[config.mk]
export PLATFORM = sky130hd
export DESIGN_NAME = sacl_ctrl
export DESIGN_NICKNAME = d
export VERILOG_FILES = /design/src/hdl/sacl_pkg.sv /design/src/hdl/sacl_ctrl.sv
export SDC_FILE = /design/constraint.sdc
export NUM_CORES = 1
export LEC_CHECK = 0
export BUFFER_PORTS_ARGS = -buffer_cell sky130_fd_sc_hd__buf_4
export CAP_MARGIN = 20
export CORE_AREA = 2 2 39 41
export DETAILED_ROUTE_END_ITERATION = 12
export DIE_AREA = 0 0 41 43
export GPL_TIMING_DRIVEN = 0
export PLACE_DENSITY = 0.42
export SLEW_MARGIN = 20
export SYNTH_ARGS = -nofsm -noshare
export SYNTH_HDL_FRONTEND = slang
export SYNTH_SLANG_ARGS = --single-unit
[constraint.sdc]
create_clock -name i_clk -period 1.1 [get_ports i_clk]
set_input_delay 0.22 -clock i_clk [delete_from_list [all_inputs] [get_ports i_clk]]
set_output_delay 0.22 -clock i_clk [all_outputs]
set_load 0.05 [all_outputs]
[src/hdl/sacl_pkg.sv]
package sacl_pkg;

    localparam int MAX_SET_BITS_DEF = 8;
    localparam int MAX_WAYS_DEF     = 8;
    localparam int ADDR_W           = 32;
    localparam int TAG_W            = 32;
    localparam int STAMP_W          = 32;
    localparam int CNT_W            = 32;
    localparam int CFG_IDX_W        = 2;
    localparam int CFG_DATA_W       = 5;

    // register reset values
    localparam logic [3:0] SET_BITS_RST   = 4'd4;
    localparam logic [4:0] OFFSET_BITS_RST = 5'd4;
    localparam logic [3:0] WAYS_RST       = 4'd1;

    typedef enum logic [CFG_IDX_W-1:0] {
        CFG_SET_BITS    = 2'd0,
        CFG_OFFSET_BITS = 2'd1,
        CFG_WAYS        = 2'd2,
        CFG_UNUSED      = 2'd3
    } t_cfg_idx;

    typedef enum logic [1:0] {
        CMD_LOAD   = 2'd0,
        CMD_STORE  = 2'd1,
        CMD_MODIFY = 2'd2,
        CMD_NONE   = 2'd3
    } t_cmd;

    typedef struct packed {
        t_cmd              cmd;
        logic [ADDR_W-1:0] address;
    } t_req;

    typedef struct packed {
        logic             hit_flag;
        logic             miss_flag;
        logic             evict_flag;
        logic             extra_hit;
        logic [CNT_W-1:0] hit_total;
        logic [CNT_W-1:0] miss_total;
        logic [CNT_W-1:0] evict_total;
    } t_rsp;

    typedef struct packed {
        logic               valid;
        logic [TAG_W-1:0]   tag;
        logic [STAMP_W-1:0] stamp;
    } t_line;

    typedef enum logic [2:0] {
        ST_CLEAR,
        ST_IDLE,
        ST_READ,
        ST_LOOKUP,
        ST_SCAN,
        ST_COMMIT
    } t_state;

    // controller to datapath
    typedef struct packed {
        logic clear;
        logic load;
        logic read;
        logic lookup;
        logic scan;
        logic commit;
    } t_ctrl;

    // datapath to controller
    typedef struct packed {
        logic clear_last;
        logic need_scan;
        logic scan_last;
    } t_stat;

endpackage

[src/hdl/sacl_ctrl.sv]
module sacl_ctrl (
    input  logic           i_clk,
    input  logic           i_rst_n,
    input  logic           i_start,
    input  sacl_pkg::t_stat i_stat,
    output sacl_pkg::t_ctrl o_ctrl,
    output logic           o_busy
);

    sacl_pkg::t_state r_state;
    sacl_pkg::t_state n_state;

    always_ff @(posedge i_clk) begin
        if (!i_rst_n) begin
            r_state <= sacl_pkg::ST_CLEAR;
        end else begin
            r_state <= n_state;
        end
    end

    always_comb begin
        n_state = r_state;
        o_ctrl  = '0;
        o_busy  = 1'b1;
        case (r_state)
            sacl_pkg::ST_CLEAR: begin
                o_ctrl.clear = 1'b1;
                if (i_stat.clear_last) n_state = sacl_pkg::ST_IDLE;
            end
            sacl_pkg::ST_IDLE: begin
                o_busy = 1'b0;
                if (i_start) begin
                    o_ctrl.load = 1'b1;
                    n_state     = sacl_pkg::ST_READ;
                end
            end
            sacl_pkg::ST_READ: begin
                o_ctrl.read = 1'b1;
                n_state     = sacl_pkg::ST_LOOKUP;
            end
            sacl_pkg::ST_LOOKUP: begin
                o_ctrl.lookup = 1'b1;
                n_state = i_stat.need_scan ? sacl_pkg::ST_SCAN : sacl_pkg::ST_COMMIT;
            end
            sacl_pkg::ST_SCAN: begin
                o_ctrl.scan = 1'b1;
                if (i_stat.scan_last) n_state = sacl_pkg::ST_COMMIT;
            end
            sacl_pkg::ST_COMMIT: begin
                o_ctrl.commit = 1'b1;
                n_state       = sacl_pkg::ST_IDLE;
            end
            default: begin
                n_state = sacl_pkg::ST_CLEAR;
            end
        endcase
    end

endmodule

# Word level (Yosys, flattened, before mapping)
# Index checks and enable logic that the tools add are counted.
# op_classes
n_reduce_logical,2
eq_ne,8
mux,13
# op_table
op,n
one-hot mux 3 bit (6 select lines),1
two-way mux 1 bit,9
two-way mux 3 bit,3
"equality test 3 x 2 -> 1 bit, second input constant",2
"equality test 3 bit, second input constant",2
"inequality test 2 bit, second input constant",3
"equality test 3 x 1 -> 1 bit, second input constant",1
logical NOT 3 bit,1
AND reduction 3 bit,1
# word_totals
ff_bits,3
out_inout_bits,7
wordCells,24

# Depth between registers and ports, before layout
# Gate-level depths: netlist of run 1.
# logic_depth
word_depth,3
depth_mapped,4

# Least setup slack after synthesis of run 1
# Ideal clock, no wire load.
# synth_timing
path_type,register -> register
start,register r_state[2]
end,register r_state[2]
setup_time_ns,0.063
t_arrival_ns,1.884
n_path_buf,1
synth_period_minus_slack_ns,1.946
setup_slack_ns,-0.846
t_required_ns,1.037
stages_incl_launch_ff,4
cell_sequence,dfxtp_1 > buf_6 > nor3b_1 > o21a_1
# synth_between
elab_chain_len,3
# synth_rtl
item,line_no,rtl
start: declaration,sacl_ctrl.sv:10,sacl_pkg::t_state r_state;
start signal: assignment,sacl_ctrl.sv:15,r_state <= sacl_pkg::ST_CLEAR;
start signal: assignment,sacl_ctrl.sv:17,r_state <= n_state;
equality test 3 bit (tied with other cells),sacl_ctrl.sv:25,case (r_state)
inequality test 2 bit (no line),n/a,
AND reduction 3 bit (no line),n/a,
# Several ways; a longest one is shown, not always the timed one.
# A chain may end at the register's enable or synchronous reset.

==> results of run 1 <==
path summary, 6_finish.rpt:
kind | from | endpoint | slack (ps) | cells after the start
max reg2reg | r_state[2] | r_state[1] | -60 | 5
min reg2reg | r_state[2] | r_state[0] | 620 | 2
max | r_state[1] | o_ctrl[5] | -230 | 3
min | i_rst_n | r_state[1] | 210 | 2
through the flow:
step | setup slack [ps] | std cells | cell area (um^2)
after detailed placement | -121 | 50 | 377
after global routing | -269 | 60 | 494
after global placement | -104 | 50 | 377
final | -229 | 60 | 494
after CTS | -242 | 57 | 460
after floorplan | -129 | 22 | 267
metal layers:
metal,part of all wire [%],GRT usage (%),vias up
met5,0,0,-
li1,-,-,123
met3,6.7,3.14,0
met4,0,6.00,0
met2,56,12.5,8
met1,37,8.04,108
what timing repair did:
item | CTS | global route
pin swaps | 4 | 4
buffers inserted | 4 | 4
endpoints found under the setup margin | 7 | 9
hold buffers | 0 | 0
resized for setup | 11 | 6
cell usage in the layout (no fill, tap or decap):
cell type / instances
buf_4: 11
buf_6: 8
nor3b_4: 4
clkbuf_4: 3
dfxtp_4: 3
nand2_1: 2
o21a_1: 2
nor2_4: 1
inv_4: 1
nor3_4: 1
and3_4: 1
a221oi_2: 1
nor3_2: 1
nor2b_1: 1
nor3_1: 1
o211a_1: 1
clkbuf_1: 1
buf_8: 1
power by group:
group / leakage, uW / switching (uW) / internal, uW
sequential: 0.0000267 / 27.3 / 116
combinational: 0.000170 / 109 / 105
clock: 0.0000150 / 55.1 / 136
logic make-up (layout without fill, tap and decap cells):
kind of cell | after synthesis | in the layout | share of synthesized area (%)
simple gates | 12 | 12 | 39.9
flops | 3 | 3 | 29.4
compound gates | 4 | 4 | 19.6
buf+inv | 3 | 25 | 11.0
critical path: cells and delay by family (launching register included):
kind / cells / cell delay, ps
buffers and inverters: 2 / 320
DFF: 1 / 370
and+or+nand+nor: 1 / 180
area by class of cell:
type / count / area (um^2) / area share [%]
Sequential cell: 3 / 71.3 / 14.4
Tap cell: 16 / 20.0 / 4.05
Timing Repair Buffer: 20 / 188 / 38.0
Multi-Input combinational cell: 16 / 183 / 37.0
Clock buffer: 4 / 26.3 / 5.32
Inverter: 1 / 6.26 / 1.27
==> metrics.cfg, run 1 <==
[sta]
finalSetupTns_ps = -1360
fin_crit_sh_pct = 121
skew_ps = 5.33
final_hold_viol_count = 0
maxSlewHeadroom_pct = 85.7
setup_slack_ps = -229
rsz0062_at_grt = yes
tightest_slew_ps = 215
fmax_ghz = 0.753
final_max_slew_viol_count = 0
min_period_ps = 1330
whs_ps = 214
setup_viol = 9

[setup_path]
cp_max_fo = 6
critical-path-max-stage-delay_ps = 370
crit_path_frequent_cell = buf_6
cp-start-kind = flop
worstPathCellList = buf_6 -> nor3_4 -> buf_6
required_ps = 880
crit_type = reg2out
cp_slowest_cell = dfxtp_4
worstSetupEndpointType = primary output
cp_data_arrival_time_ps = 1110

[floorplanning]
die_x_um = 41
start_util_pct = 14.7
die_area_mm2 = 0.00176
rows = 14
chipHeight_um = 43
core_mm2 = 0.00138
io_pins = 13

[global_routing]
grt_pass1_vias = 235
grt_max_degree = 10
grt_pass1_wl_um = 910
grt_overflow_total = 0
antenna_found_initial = 0
track_usage_pct = 8.03

[power]
leakagePower_uw = 0.000211
powerDensity_mw_per_mm2 = 1110
total_power_uw = 548
peakVddDrop_v = 0.000400

[routing]
wl_per_cell_um = 10.7
first_iter_violations = 1
drtPass1Iterations = 2
num_vias = 239
drt_wl_total_um = 644
post-route-drc-count = 0
ant_nets = 0
via_per_inst = 3.98

[outcome]
violations = negative setup slack
status = finished, violations left

[synth]
synthTopCellsByCount = 3 x dfxtp_1, 3 x nor3_1
ys_ff_latch = 3
async_flop_share_pct = 0
synth_flop_cell = dfxtp_1
syn-num-nets = 28
synth_edf_count = 0
netlist_top_cells_area = dfxtp_1 29%, nor3b_2 12%, nor3_1 7.4%
synth_area_leader_cell = dfxtp_1
yosys.cell_types.count = 14
yosys_warnings = 0
synth_top_area_share_pct = 29.4
syn_area_per_cell_um2 = 9.27
synth-seq-area-share_pct = 29.4
netlist_area_um2 = 204
postSynthCellCount = 22

[clock_network]
clk_latency_ps = 230
clock_path_buffers = 2
htreeDepth = 1
cts-root-buf = clkbuf_4
cts.reportedPaths.clkPinSlew_ps = 40
cts_tree = done
numClockSinks = 3
cts_made_buffers = 3

[cells_and_area]
top_register = r_state
fill_cells = 140
area_delta_synth_final_pct = 142
nets = 51
largest_reg_flops = 3
final_core_utilization_pct = 35.7
largestRegisters = r_state (3)
n_antenna_cell = 0
layout-drive-gt1-share_pct = 81.8

[place]
routabilityCongestion = 0.674
post-dp-hpwl_um = 445
port_buffers = 12

[hold_path]
hp-class = in2reg

[job]
cap_violations = 0

No activity file was read; power rests on OpenSTA's default activity.
==> inputs of run 2 (changes only) <==
--- a/config.mk
+++ b/config.mk
@@ -11,7 +11,7 @@
 export DETAILED_ROUTE_END_ITERATION = 12
 export DIE_AREA = 0 0 41 43
 export GPL_TIMING_DRIVEN = 0
-export PLACE_DENSITY = 0.42
+export PLACE_DENSITY = 0.43
 export SLEW_MARGIN = 20
 export SYNTH_ARGS = -nofsm -noshare
 export SYNTH_HDL_FRONTEND = slang
==> constraint.sdc (replaced) <==
create_clock -name i_clk -period 1.15 [get_ports i_clk]
set_input_delay 0.23 -clock i_clk [delete_from_list [all_inputs] [get_ports i_clk]]
set_output_delay 0.23 -clock i_clk [all_outputs]
set_load 0.05 [all_outputs]
==> metrics.cfg, run 2 (synthesis gave the netlist of run 1 again) <==
[outcome]
status = finished, violations left
violations = negative setup slack

[clock_network]
numClockSinks = 3  ; unchanged
cts_tree = done
cts_made_buffers = 3  ; unchanged
htreeDepth = 1  ; unchanged
cts-root-buf = clkbuf_4
cts.reportedPaths.clkPinSlew_ps = 40  ; about the same
clock_path_buffers = 2  ; unchanged
clk_latency_ps = 230  ; about the same
cts_hold_buf = 0  ; unchanged

[sta]
final_max_slew_viol_count = 0  ; unchanged
tightest_slew_ps = 198  ; -16.4 ps
min_period_ps = 1340
maxSlewHeadroom_pct = 86.8  ; +1.1 points
whs_ps = 233  ; +18.5 ps
skew_ps = 5.15  ; -0.177 ps
fin_crit_sh_pct = 116
setup_viol = 7  ; -2
setup_slack_ps = -186  ; +43.2 ps
fmax_ghz = 0.749
rsz0062_at_grt = yes
final_hold_viol_count = 0  ; unchanged

[cells_and_area]
largestRegisters = r_state (3)
top_register = r_state
largest_reg_flops = 3  ; unchanged
area_delta_synth_final_pct = 150
final_cell_mix = 13 x buf_4, 8 x buf_6, 4 x nor3b_4, 3 x clkbuf_4, 3 x dfxtp_4
final_core_utilization_pct = 36.8  ; +1.1 points
n_antenna_cell = 0  ; unchanged
layout_commonest_cell = buf_4
layout-drive-gt1-share_pct = 82.6  ; +0.79 points
nets = 53  ; +3.9%

[setup_path]
critical-path-max-stage-delay_ps = 420  ; +50 ps
required_ps = 920  ; +40 ps
crit_type = reg2out
path_buf_inv = 2  ; unchanged
cp_max_fo = 6  ; unchanged
cp_slowest_cell = dfxtp_4
worstSetupEndpointType = primary output
worstPathCellList = inv_4 -> nor3b_4 -> buf_6
cp-start-kind = flop
crit_family = flip-flops
cp_data_arrival_time_ps = 1110  ; about the same

[routing]
ant_nets = 0  ; unchanged
via_per_inst = 4.42  ; +11%
num_vias = 274  ; +15%
post-route-drc-count = 0  ; unchanged
drtPass1Iterations = 4  ; +2
drt_wl_total_um = 747  ; +16%
first_iter_violations = 1  ; unchanged
wl_per_cell_um = 12.0  ; +12%

[place]
routabilityCongestion = 0.629  ; -6.6%
post-dp-hpwl_um = 471  ; +5.7%
port_buffers = 12  ; unchanged

[power]
p_sw_uw = 189  ; -1.3%
power_frac_seq_pct = 25.4  ; -0.7 points
p_comb_share_pct = 39.7  ; +0.6 points
peakVddDrop_v = 0.000247  ; -38%
leakagePower_uw = 0.000219  ; +3.5%
p_int_uw = 347  ; -2.5%
p_clk_share_pct = 34.9  ; about the same
powerDensity_mw_per_mm2 = 1050  ; -5.0%
switching_share_pct = 35.3  ; +0.28 points

[floorplanning]
chipHeight_um = 43  ; unchanged
die_area_mm2 = 0.00176  ; unchanged
start_util_pct = 14.7  ; unchanged
io_pins = 13  ; unchanged
rows = 14  ; unchanged
die_x_um = 41  ; unchanged
core_mm2 = 0.00138  ; unchanged

[global_routing]
grt_max_degree = 10  ; unchanged
grt_overflow_total = 0  ; unchanged
grt_pass1_vias = 264  ; +12%
grt_pass1_wl_um = 1110  ; +22%
track_usage_pct = 10.2  ; +2.2 points
antenna_found_initial = 0  ; unchanged

[job]
cap_violations = 0  ; unchanged

[hold_path]
hp-class = in2reg

run 2: through the flow:
| stage | setup WS, ps | TNS [ps] | cells | total power, uW | instance area (um^2) |
|---|---|---|---|---|---|
| 2_1_floorplan | -79.4 | -323 | 22 | 254 | 267 |
| 3_3_place_gp | -59.8 | -59.8 | 50 | 301 | 377 |
| 3_5_place_dp | -97.3 | -97.3 | 50 | 304 | 377 |
| 4_1_cts | -216 | -1270 | 60 | 535 | 483 |
| 5_1_grt | -235 | -1470 | 62 | 571 | 509 |
| 6_report | -186 | -1120 | 62 | 536 | 509 |
run 2: worst paths after layout:
check | from | to | slack, ps | depth (start not counted)
max reg2reg | r_state[1] | r_state[0] | 40 | 5
max | r_state[0] | o_ctrl[2] | -190 | 3
min | i_rst_n | r_state[2] | 230 | 2
min reg2reg | r_state[2] | r_state[1] | 680 | 2
run 2: area by class of cell:
| type | instances | area (um^2) |
|---|---|---|
| Fill cell | 145 | 875 |
| Timing Repair Buffer | 22 | 203 |
| Multi-Input combinational cell | 16 | 183 |
| Sequential cell | 3 | 71.3 |
| Clock buffer | 4 | 26.3 |
| Tap cell | 16 | 20.0 |
| Inverter | 1 | 6.26 |
run 2: what timing repair did:
| action | in CTS | in global routing |
|---|---|---|
| buffers inserted | 7 | 3 |
| resized for setup | 11 | 6 |
| setup endpoints to repair | 7 | 8 |
| pin swaps | 5 | 7 |
run 2: power groups by stage:
stage / Combinational [uW] / Sequential, uW / Clock [uW]
final: 213 / 136 / 187
after global routing: 223 / 137 / 211
after CTS: 201 / 139 / 195
after detailed placement: 172 / 132 / 0
after global placement: 170 / 131 / 0
after floorplan: 125 / 129 / 0
run 2: per-layer routing:
layer  vias up  global-route usage [%]  part of all wire [%]
li1        127                       -                     -
met2         8                    15.3                    61
met4         0                    12.0                     0
met1       139                    9.29                    35
met5         -                       0                     0
met3         0                    3.14                   4.3
